`src/rtl/core/gsd_pkg.sv`:
```
// ----------------------------------------------------------------------------
// gsd_pkg
// Types and constants shared by the glyph stroke decoder modules.
// ----------------------------------------------------------------------------
package gsd_pkg;

  localparam int CodeW  = 8;
  localparam int OrigW  = 10;
  localparam int PosW   = 12;
  localparam int SizeW  = 9;
  localparam int ScaleW = 4;
  localparam int ColorW = 16;
  localparam int CellW  = 6;

  localparam int InDataW  = 32;
  localparam int OutDataW = 64;

  localparam logic RegScale     = 1'b0;
  localparam logic RegDrawColor = 1'b1;

  localparam logic KindRect = 1'b0;
  localparam logic KindEnd  = 1'b1;

  localparam logic [ScaleW-1:0] ScaleReset = 4'd1;
  localparam logic [ColorW-1:0] ColorReset = 16'hFFFF;

  localparam int EndBit  = 7;
  localparam int LineBit = 6;
  localparam int VertBit = 6;
  localparam int MirrBit = 5;

  localparam logic [6:0] VertStep = 7'd8;
  localparam logic [6:0] HorzStep = 7'd1;

  typedef struct packed {
    logic             line_pending;
    logic [CellW-1:0] pending_cell;
    logic             glyph_halted;
  } gsd_state_t;

  typedef struct packed {
    logic              kind;
    logic [PosW-1:0]   rect_x;
    logic [PosW-1:0]   rect_y;
    logic [SizeW-1:0]  rect_w;
    logic [SizeW-1:0]  rect_h;
    logic [ColorW-1:0] color;
  } gsd_result_t;

endpackage

```
`src/rtl/core/gsd_step.sv`:
```
// ----------------------------------------------------------------------------
// gsd_step
// Decodes one stroke byte against the pending state into an optional result.
// ----------------------------------------------------------------------------
module gsd_step (
  input  logic [gsd_pkg::CodeW-1:0]  code_byte,
  input  logic                       glyph_start,
  input  logic [gsd_pkg::OrigW-1:0]  origin_x,
  input  logic [gsd_pkg::OrigW-1:0]  origin_y,
  input  logic [gsd_pkg::ScaleW-1:0] scale,
  input  logic [gsd_pkg::ColorW-1:0] draw_color,
  input  gsd_pkg::gsd_state_t        state,
  output gsd_pkg::gsd_state_t        state_next,
  output logic                       emit,
  output gsd_pkg::gsd_result_t       result
);
  import gsd_pkg::*;

  gsd_state_t       st;
  logic             vert;
  logic             mirr;
  logic [5:0]       len;
  logic [5:0]       back;
  logic [6:0]       cell_idx;
  logic [2:0]       col;
  logic [3:0]       row;
  logic signed [7:0]  xc;
  logic signed [7:0]  yc;
  logic signed [12:0] xprod;
  logic signed [12:0] yprod;
  logic [12:0]        xsum;
  logic [12:0]        ysum;
  logic [9:0]         lens;
  logic [SizeW-1:0]   s_size;
  logic               is_line;

  assign vert = code_byte[VertBit];
  assign mirr = code_byte[MirrBit];
  assign len  = {1'b0, code_byte[4:0]} + 6'd1;
  assign back = mirr ? len : 6'd0;
  assign lens = {4'b0, len} * {6'b0, scale};
  assign s_size = {5'b0, scale};

  always_comb begin
    st = glyph_start ? '0 : state;
    is_line = st.line_pending;
    if (is_line) begin
      cell_idx = {1'b0, st.pending_cell} + (mirr ? (vert ? VertStep : HorzStep) : 7'd0);
    end else begin
      cell_idx = {1'b0, code_byte[5:0]};
    end
    col = cell_idx[2:0];
    row = cell_idx[6:3];
    xc = $signed({5'b0, col});
    yc = $signed({4'b0, row});
    if (is_line && vert) begin
      yc = $signed({4'b0, row}) - $signed({2'b0, back});
    end else if (is_line) begin
      xc = $signed({5'b0, col}) - $signed({2'b0, back});
    end
  end

  assign xprod = 13'(xc) * $signed({9'b0, scale});
  assign yprod = 13'(yc) * $signed({9'b0, scale});
  assign xsum  = {3'b0, origin_x} + xprod;
  assign ysum  = {3'b0, origin_y} + yprod;

  always_comb begin
    state_next    = st;
    emit          = 1'b0;
    result.kind   = KindRect;
    result.rect_x = xsum[PosW-1:0];
    result.rect_y = ysum[PosW-1:0];
    result.rect_w = s_size;
    result.rect_h = s_size;
    result.color  = draw_color;
    if (st.glyph_halted) begin
      emit = 1'b0;
    end else if (code_byte[EndBit]) begin
      state_next = '{line_pending: 1'b0, pending_cell: '0, glyph_halted: 1'b1};
      emit = 1'b1;
      result = '{kind: KindEnd, default: '0};
    end else if (st.line_pending) begin
      state_next.line_pending = 1'b0;
      state_next.pending_cell = '0;
      emit = 1'b1;
      if (vert) begin
        result.rect_h = lens[SizeW-1:0];
      end else begin
        result.rect_w = lens[SizeW-1:0];
      end
    end else if (code_byte[LineBit]) begin
      state_next.line_pending = 1'b1;
      state_next.pending_cell = code_byte[CellW-1:0];
    end else begin
      emit = 1'b1;
    end
  end

endmodule

```
`src/rtl/core/gsd_result_reg.sv`:
```
// ----------------------------------------------------------------------------
// gsd_result_reg
// Result register on the master side: holds one item until it is taken.
// ----------------------------------------------------------------------------
module gsd_result_reg (
  input  logic                         clk,
  input  logic                         rst,
  input  logic                         push,
  input  gsd_pkg::gsd_result_t         result,
  output logic                         m_tvalid,
  input  logic                         m_tready,
  output logic [gsd_pkg::OutDataW-1:0] m_tdata,   // rect_x, rect_y, rect_w, rect_h, color
  output logic                         m_tuser    // kind
);
  import gsd_pkg::*;

  gsd_result_t held;

  always_ff @(posedge clk) begin
    if (rst) begin
      m_tvalid <= 1'b0;
    end else if (push) begin
      m_tvalid <= 1'b1;
    end else if (m_tready) begin
      m_tvalid <= 1'b0;
    end
  end

  always_ff @(posedge clk) begin
    if (push) begin
      held <= result;
    end
  end

  assign m_tdata = {6'b0, held.color, held.rect_h, held.rect_w, held.rect_y, held.rect_x};
  assign m_tuser = held.kind;

endmodule

```
`src/rtl/core/glyph_stroke_decoder.sv`:
```
// ----------------------------------------------------------------------------
// glyph_stroke_decoder
// Turns a stroke-coded glyph byte stream into scaled fill rectangles.
// ----------------------------------------------------------------------------
// One byte is taken per clock unless the master side stalls. Each byte is
// captured in an input register, decoded against the pending line state in one
// pass of logic and, if it yields a rectangle or an end marker, loaded into the
// result register. While a result waits on the master side the input register
// takes at most one byte and then holds it. Line opening bytes and bytes after
// an end marker give no result. The user writes scale and draw_color through
// the cfg port only while no byte is in flight; the block does not enforce it.
// ----------------------------------------------------------------------------
module glyph_stroke_decoder (
  input  logic                         clk,
  input  logic                         rst,
  input  logic                         s_tvalid,
  output logic                         s_tready,
  input  logic [gsd_pkg::InDataW-1:0]  s_tdata,   // code_byte, origin_x, origin_y
  input  logic                         s_tuser,   // glyph_start
  output logic                         m_tvalid,
  input  logic                         m_tready,
  output logic [gsd_pkg::OutDataW-1:0] m_tdata,   // rect_x, rect_y, rect_w, rect_h, color
  output logic                         m_tuser,   // kind
  input  logic                         cfg_valid,
  output logic                         cfg_ready,
  input  logic                         cfg_index,
  input  logic [gsd_pkg::ColorW-1:0]   cfg_data
);
  import gsd_pkg::*;

  logic              in_valid;
  logic [CodeW-1:0]  in_code;
  logic              in_start;
  logic [OrigW-1:0]  in_ox;
  logic [OrigW-1:0]  in_oy;
  logic [ScaleW-1:0] scale;
  logic [ColorW-1:0] draw_color;
  gsd_state_t        state;
  gsd_state_t        state_next;
  logic              emit;
  gsd_result_t       result;
  logic              advance;

  assign advance   = in_valid && (!m_tvalid || m_tready);
  assign s_tready  = !in_valid || advance;
  assign cfg_ready = 1'b1;

  always_ff @(posedge clk) begin
    if (rst) begin
      in_valid <= 1'b0;
    end else if (s_tready) begin
      in_valid <= s_tvalid;
    end
  end

  always_ff @(posedge clk) begin
    if (s_tvalid && s_tready) begin
      in_code  <= s_tdata[7:0];
      in_ox    <= s_tdata[17:8];
      in_oy    <= s_tdata[27:18];
      in_start <= s_tuser;
    end
  end

  always_ff @(posedge clk) begin
    if (rst) begin
      scale      <= ScaleReset;
      draw_color <= ColorReset;
    end else if (cfg_valid) begin
      case (cfg_index)
        RegScale:     scale <= cfg_data[ScaleW-1:0];
        RegDrawColor: draw_color <= cfg_data;
        default:      scale <= scale;
      endcase
    end
  end

  always_ff @(posedge clk) begin
    if (rst) begin
      state <= '0;
    end else if (advance) begin
      state <= state_next;
    end
  end

  gsd_step u_step (
    .code_byte   (in_code),
    .glyph_start (in_start),
    .origin_x    (in_ox),
    .origin_y    (in_oy),
    .scale       (scale),
    .draw_color  (draw_color),
    .state       (state),
    .state_next  (state_next),
    .emit        (emit),
    .result      (result)
  );

  gsd_result_reg u_result (
    .clk      (clk),
    .rst      (rst),
    .push     (advance && emit),
    .result   (result),
    .m_tvalid (m_tvalid),
    .m_tready (m_tready),
    .m_tdata  (m_tdata),
    .m_tuser  (m_tuser)
  );

endmodule

```
`config.mk`:
```
export PLATFORM = sky130hd
export DESIGN_NAME = glyph_stroke_decoder
export DESIGN_NICKNAME = d
export VERILOG_FILES = /design/src/rtl/core/gsd_pkg.sv /design/src/rtl/core/gsd_step.sv /design/src/rtl/core/gsd_result_reg.sv /design/src/rtl/core/glyph_stroke_decoder.sv
export SDC_FILE = /design/constraint.sdc
export NUM_CORES = 1
export LEC_CHECK = 0
export BUFFER_PORTS_ARGS = -buffer_cell sky130_fd_sc_hd__clkbuf_2
export CAP_MARGIN = 20
export CORE_ASPECT_RATIO = 0.8
export CORE_MARGIN = 2
export CORE_UTILIZATION = 35
export DETAILED_ROUTE_END_ITERATION = 12
export HOLD_SLACK_MARGIN = 0.03
export SYNTH_ARGS = -nofsm -noshare
export SYNTH_HDL_FRONTEND = slang
export SYNTH_SLANG_ARGS = --single-unit
export TNS_END_PERCENT = 100
```
`constraint.sdc`:
```
create_clock -name clk -period 6.4 [get_ports clk]
set_input_delay 1.28 -clock clk [delete_from_list [all_inputs] [get_ports clk]]
set_output_delay 1.28 -clock clk [all_outputs]
set_load 0.05 [all_outputs]
```
After elaboration in Yosys (flattened, before gate mapping):

Cells that the tools add are included.

* logic and storage cells: 70
* output and inout port bits: 68
* bits of input ports: 55
* register bits after elaboration: 118

* bitwise operators: 3
* $add $sub $neg: 6
* reduce and logical (&&, ||, !) cells: 13
* multipliers: 3
* muxes and demuxes: 26

Operators by type and width (number)
* $mux W58: 1
* $mux W8: 5
* $mux W18: 2
* $mux W7: 5
* $mux W25: 1
* $add A10 B12 Y12: 2
* $mul A8 B5 Y12: 2
* $mux W9: 2
* $mux W16: 1
* $mul A6 B4 Y9: 1
* $reduce_or A4 Y1: 2
* $add A6 B7 Y7: 1
* $mux W1: 7
* $sub A3 B6 Y7: 1
* $sub A4 B6 Y7: 1
* $add A5 B1 Y6 const B: 1
* $mux W6: 1
* $logic_and A1 B1 Y1: 4
* $mux W4: 1
* $reduce_and A2 Y1: 2
* $not A1 Y1: 3
* $logic_not A1 Y1: 2
* $logic_or A1 B1 Y1: 2
* $reduce_bool A2 Y1: 1

Longest topological paths before layout:

Gate-level depths: netlist of the first run.

* depth after elaboration: 11
* depth in mapped cells: 26

Modules after synthesis:

A second synthesis of the first run with hierarchy kept.

* cells, all modules: 843
* area, all modules: 8718.4 um^2

Modules (own cells, without submodules)
* gsd_step: cells each 631, seq. area each 0.0 um^2, area each 4799.6 um^2, instances 1
* glyph_stroke_decoder: cells each 142, seq. area each 1451.4 um^2, area each 2059.5 um^2, instances 1
* gsd_result_reg: cells each 70, seq. area each 1791.7 um^2, area each 1859.3 um^2, instances 1

Worst setup path before layout of the first run:

No wires, ideal clock.

* path type: reg-to-reg
* start point: register in_code[5]
* end point: register u_result.held, in the netlist u_result.m_tdata[23] (data pin)
* buffers on the path: 2
* data arrival time: 5883 ps
* setup time: 257 ps
* cell stages (with the launch flop): 27
* slack: 260 ps
* clock period less this slack: 6140 ps
* cell sequence: edfxtp_1 -> clkbuf_1 -> buf_1 -> and2_1 -> ha_1 -> nand3_1 -> a21oi_1 -> o22ai_1 -> o21ai_0 -> inv_1 -> fa_1 -> nand2b_1 -> a21boi_0 -> nor2_1 -> o21a_1 -> and2_1 -> fa_1 -> fa_1 -> inv_1 -> fa_1 -> inv_1 -> ha_1 -> a21oi_1 -> o21ai_0 -> a221oi_1 -> and3_1 -> nor3_1

RTL lines
* from (decl): line glyph_stroke_decoder.sv:32 `logic [CodeW-1:0] in_code;`
* from (signal assigned): line glyph_stroke_decoder.sv:58 `in_code <= s_tdata[7:0];`
* to (signal assigned): line gsd_result_reg.sv:31 `held <= result;`
* to (decl): line gsd_result_reg.sv:17 `gsd_result_t held;`

==> out/metrics.csv, run 1 <==
metric;value;unit
status;finished, final reports clean;
Critical Path End Type;flip-flop;
synthesis-stage register bit count;118;
Root Buffer;clkbuf_16;
Post-synth EDFFs;88;
critical path data arrival time;6220;ps
Worst-Skew Late Latency;440;ps
max_slew headroom;35.5;%
routed via count;6287;
Initial Util;35.6;%
Worst EP required;6590;ps
ranking of synthesized cells by area;edfxtp_1 (30%), fa_1 (13%), ha_1 (10%);
total core area;24400;µm²
GPL Wtd Cong;0.876;
area of placed instances;9670;µm²
RSZ-0062 raised after global routing;true;
measured slew at the worst slew-check pin;967;ps
HPWL after DPL;14600;µm
Synth cell types;63;
cts hold-fix bufs;0;
CP dominant cell by count;fa_1;
Worst Hold Class;reg -> reg;
PortBufs;111;
fin area;10300;µm²
yosys warns;0;
largest net degree at the start of global routing;31;
DIE HEIGHT;145;µm
Max stage delay on crit path;540;ps
clk sinks;118;
Routed Antenna Nets;0;
share of layout cells above drive strength 1;20.5;%
Final Hold Viols;0;
internal power;0.00163;W
switch share;29.7;%
FF/Latch Area;3240;µm²
leading area contributor after synthesis;edfxtp_1;
Final nets;1143;
TritonCTS clock tree;done;
Die Wd;180;µm
GRT Total Usage;15.8;%
GRT overflow;0;
Max Cap Violations;0;
syn avg cell area;10.3;µm²
Slew Limit Fails;0;
first-pass GRT wire length;31900;µm
Post-Route Setup TNS;0;ps
Top Ports;123;
Gate Count Post-Synth;841;
Synth top area share;30.4;%
antenna diode count;0;
Logic pwr share;19.5;%
Hold WS;452;ps
Pleak;4.69;nW
Max clock buf depth;2;
Iteration-0 DRC Markers;352;
Seq pwr share;39.0;%
vias in the first global route;6036;
Synth Flop Type;edfxtp_1;
Reg clk slew, reported paths;60;ps
# rows;51;
fillers;2399;
crit-path max FO;4;
Multi-input gate area;4900;µm²
antenna violations before repair;0;
WL/cell;15.3;µm
Crit-path slowest cell;fa_1;
Power per Cell Area;224;nW/µm²
vias per cell;4.87;
register area share after synthesis;37.4;%
Mapped Area;8680;µm²
maximum operating frequency;0.166;GHz
DRC;0;
Final Setup Violations;0;
die area;26100;µm²
Period minus WS final;6030;ps
Area Overhead vs Synth;18.8;%
cts bufs inserted;17;
drt pass-1 iters;5;
Final Routed Wirelength;19800;µm
CP Class;reg -> reg;
peak supply drop;0.000176;V
FFs w/ async S/R, synth;0;%
H-tree lvl count;4;
NetSw;0.000687;W
Worst setup SP type;flip-flop;
Clk pwr share;41.4;%
Clock Skew;10.3;ps
period utilization;94.3;%
-- sequential cells by signal, indices dropped and copies added, names as in the netlist --
register and cells:
u_result.m_tdata 58, draw_color 16, in_ox 10, in_oy 10, in_code 8, state 8, scale 4, in_start 1
in_valid 1, u_result.m_tuser 1, u_result.m_tvalid 1
-- what timing repair did --
item,CTS,global route
setup endpoints to repair,0,5
resized for setup,0,17
setup buffers,0,2
hold endpoints to repair,0,0
-- area by class of cell --
| type | count | area share (%) |
|---|---|---|
| Timing Repair Buffer | 137 | 7.51 |
| Tap cell | 318 | 3.86 |
| Multi-Input combinational cell | 576 | 47.5 |
| Clock buffer | 20 | 4.65 |
| Clock inverter | 12 | 1.08 |
| Sequential cell | 118 | 31.4 |
| Inverter | 109 | 3.97 |
-- worst max-delay path, delay by kind of cell (launching register included) --
family          cells  cell delay, ps
flops               1             410
compound gates     10            1740
mux                 1             280
buf+inv             3             200
fa+ha+maj           7            2510
simple gates        4             650
-- per-layer routing --
layer | global-route usage [%] | part of all wire [%]
met1 | 22.2 | 50
met2 | 23.0 | 42
met3 | 5.58 | 7.4
met4 | 4.63 | 1.3
met5 | 0 | 0
-- cell families (layout without fill, tap and decap cells) --
family / after synthesis / count (layout) / share of synthesized area [%]
DFF: 118 / 118 / 37.4
buffers and inverters: 152 / 278 / 6.96
other: 2 / 7 / 0.0865
and+or+nand+nor: 265 / 265 / 16.6
muxes: 13 / 13 / 1.59
adders and majority gates: 129 / 129 / 23.6
AOI/OAI and AO/OA: 141 / 141 / 11.4
xor gates and xnor gates: 21 / 21 / 2.34
-- power groups by stage --
stage | sequential [W] | clock [W] | combinational (W)
after detailed placement | 0.000919 | 0 | 0.000447
after global placement | 0.000920 | 0 | 0.000438
after CTS | 0.000904 | 0.000983 | 0.000451
after global routing | 0.000908 | 0.00102 | 0.000510
final | 0.000903 | 0.000959 | 0.000452
after floorplan | 0.000970 | 0 | 0.000279
-- worst paths after layout --
path | startpoint | to | slack, ps | depth (start not counted)
setup / recovery | in_start$_DFFE_PP_ | u_result.m_tdata[22]$_DFFE_PP_ | 370 | 25
hold reg to reg | draw_color[3]$_SDFFE_PP1P_ | draw_color[3]$_SDFFE_PP1P_ | 450 | 1
hold / removal | draw_color[3]$_SDFFE_PP1P_ | draw_color[3]$_SDFFE_PP1P_ | 450 | 1
setup reg to reg | in_start$_DFFE_PP_ | u_result.m_tdata[22]$_DFFE_PP_ | 370 | 25
-- synthesized netlist by cell type (7+ instances only) --
master,n
a211o_1,20
a211oi_1,12
a21o_1,7
a21oi_1,29
and2_1,74
and3_1,23
buf_4,8
clkbuf_1,31
dfxtp_1,30
edfxtp_1,88
fa_1,58
ha_1,71
inv_1,108
mux2i_1,10
nand2_1,46
nand2b_1,12
nand3_1,13
nor2_1,39
nor2b_1,25
nor3_1,16
o21a_1,10
o21ai_0,19
xnor2_1,12
xor2_1,8
-- placed cells by master (no fill, tap or decap), types with 5 or more instances in the layout --
master	instances
a211o_1	20
a211oi_1	12
a21boi_0	5
a21o_1	7
a21oi_1	25
a22oi_1	6
a32o_1	6
and2_1	72
and3_1	23
buf_4	24
clkbuf_16	19
clkbuf_2	111
conb_1	7
dfxtp_1	30
edfxtp_1	88
fa_1	58
ha_1	69
inv_1	108
mux2i_1	10
nand2_1	46
nand2b_1	12
nand3_1	13
nor2_1	39
nor2b_1	23
nor3_1	16
o21a_1	10
o21ai_0	17
xnor2_1	12
xor2_1	8
-- per-stage QoR --
step / setup WS, ps / cells / total power (W) / utilization [%]
floorplan: 260 / 846 / 0.00125 / -
global placement: 195 / 1255 / 0.00136 / 39.6
detailed placement: 87.7 / 1256 / 0.00137 / 39.7
CTS: 94.4 / 1288 / 0.00234 / 42.1
global route: -19.2 / 1290 / 0.00244 / 42.3
finish: 367 / 1290 / 0.00231 / 42.3
(Power assumes the default switching activity.)
==> run 2: changes to the inputs <==
CORE_ASPECT_RATIO = unset   (was 0.8)
==> out/metrics.csv, run 2 (same netlist as run 1, synthesis figures left out) <==
metric;value;unit
Area Overhead vs Synth;19.6;%
Slew Limit Fails;0;
period utilization;95.8;%
cts hold-fix bufs;0;
GPL Wtd Cong;0.833;
Final Routed Wirelength;19200;µm
Max stage delay on crit path;530;ps
Place WS;18.3;ps
placed insts;1270;
vias per cell;4.73;
Max clock buf depth;2;
DIE HEIGHT;161;µm
hold path depth;1;
GRT overflow;0;
NetSw;0.000739;W
Critical path origin;in_start$_DFFE_PP_;
Power per Cell Area;222;nW/µm²
Critical Path End Type;flip-flop;
fin cells;1308;
PortBufs;111;
most frequent cells in the layout;clkbuf_2 (111), inv_1 (108), edfxtp_1 (88), and2_1 (70), ha_1 (69);
H-tree lvl count;4;
Iteration-0 DRC Markers;304;
measured slew at the worst slew-check pin;1050;ps
Pleak;4.73;nW
peak supply drop;0.000171;V
Clk pwr share;41.3;%
cts bufs inserted;17;
Final nets;1154;
Reg clk slew, reported paths;60;ps
Final Setup Violations;0;
Top Ports;123;
internal power;0.00157;W
WHS Endpoint;draw_color[2]$_SDFFE_PP1P_;
largest net degree at the start of global routing;35;
Worst setup SP type;flip-flop;
final worst slack;271;ps
drt pass-1 iters;4;
DRC;0;
crit-path max FO;8;
max_slew headroom;30.1;%
max reg flops;58;
fillers;2373;
reg2reg setup slack;270;ps
Die Wd;161;µm
WL/cell;14.7;µm
Worst Hold Class;reg -> reg;
HP Start;draw_color[2]$_SDFFE_PP1P_;
Crit-path slowest cell;fa_1;
Final Hold Viols;0;
Initial Util;35.7;%
TritonCTS clock tree;done;
first-pass GRT wire length;31400;µm
Root Buffer;clkbuf_16;
Reg2Reg Depth;28;
fin util;42.7;%
Period minus WS final;6130;ps
die area;26100;µm²
share of layout cells above drive strength 1;21.9;%
antenna violations before repair;0;
GRT Total Usage;15.2;%
Max Cap Violations;0;
critical path data arrival time;6280;ps
Clock Skew;18.8;ps
Worst EP required;6550;ps
commonest non-fill, non-tap cell in the layout;clkbuf_2;
Logic pwr share;19.6;%
maximum operating frequency;0.163;GHz
HPWL after DPL;13900;µm
R2R Path Start;in_start$_DFFE_PP_;
Seq pwr share;39.1;%
CP Class;reg -> reg;
clk sinks;118;
switch share;32.0;%
Routed Antenna Nets;0;
status;finished, final reports clean;
reg2reg end;u_result.m_tdata[23]$_DFFE_PP_;
routed via count;6190;
# rows;57;
vias in the first global route;6233;
Worst-Skew Late Latency;430;ps
total core area;24300;µm²
[run 2: changes by cell type in the layout (fill, tap and decap cells not counted), sizes merged]
cell,change
diode,+1
buf,+11
clkinvlp,+1
clkbuf,-3
inv,+7
bufinv,-1
clkinv,-4
[run 2: worst max-delay path: cells and delay by family, from the launching register on]
family | cells | cell delay, ps
adder cells (fa/ha/maj) | 6 | 2380
AO/OA/AOI/OAI | 9 | 1450
AND/OR/NAND/NOR | 6 | 830
buffers and inverters | 7 | 730
flip-flops | 1 | 460
[run 2: how the worst max path moves through the flow]
stage / end / cells after the start
2_1_floorplan: u_result.m_tdata[23]$_DFFE_PP_ / 26
3_3_place_gp: u_result.m_tdata[22]$_DFFE_PP_ / 26
3_5_place_dp: u_result.m_tdata[21]$_DFFE_PP_ / 25
4_1_cts: u_result.m_tdata[23]$_DFFE_PP_ / 26
5_1_grt: u_result.m_tdata[23]$_DFFE_PP_ / 29
6_report: u_result.m_tdata[23]$_DFFE_PP_ / 28
[run 2: repair_timing]
item | 4_1_cts | 5_1_grt
pin swaps | 0 | 7
resized for setup | 2 | 20
cloned | 0 | 0
setup endpoints to repair | 2 | 6
buffers inserted | 1 | 4
[run 2: final cells by class]
type,count,area [µm²],share of cell area [%]
sequential,118,3240,31.2
tap,324,405,3.90
inverter,109,409,3.94
antenna,1,2.50,0.0241
clock inverter,15,150,1.45
timing repair buffer,148,833,8.03
clock buffer,17,425,4.10
multi-input combinational,576,4910,47.3
[run 2: per-layer routing]
layer	global-route usage, %	routed length [µm]
met5	0	0
met4	3.90	156
met3	3.67	894
met2	25.8	9230
met1	19.6	8900
[run 2: metrics by stage]
stage / setup TNS (ps) / hold WS, ps / instance area (µm²) / power, W
after CTS: 0 / 457 / 10300 / 0.00234
after global routing: -19.6 / 468 / 10400 / 0.00243
final: 0 / 452 / 10400 / 0.00231
after floorplan: 0 / 427 / 8700 / 0.00125
after detailed placement: 0 / 442 / 9720 / 0.00137
after global placement: 0 / 434 / 9720 / 0.00136
[run 2: power by group through the flow]
| stage | clock network [W] | registers [W] | logic, W |
|---|---|---|---|
| after floorplan | 0 | 0.000970 | 0.000279 |
| after global placement | 0 | 0.000920 | 0.000442 |
| after detailed placement | 0 | 0.000920 | 0.000448 |
| after CTS | 0.000981 | 0.000903 | 0.000452 |
| after global routing | 0.00101 | 0.000908 | 0.000511 |
| final | 0.000953 | 0.000902 | 0.000453 |
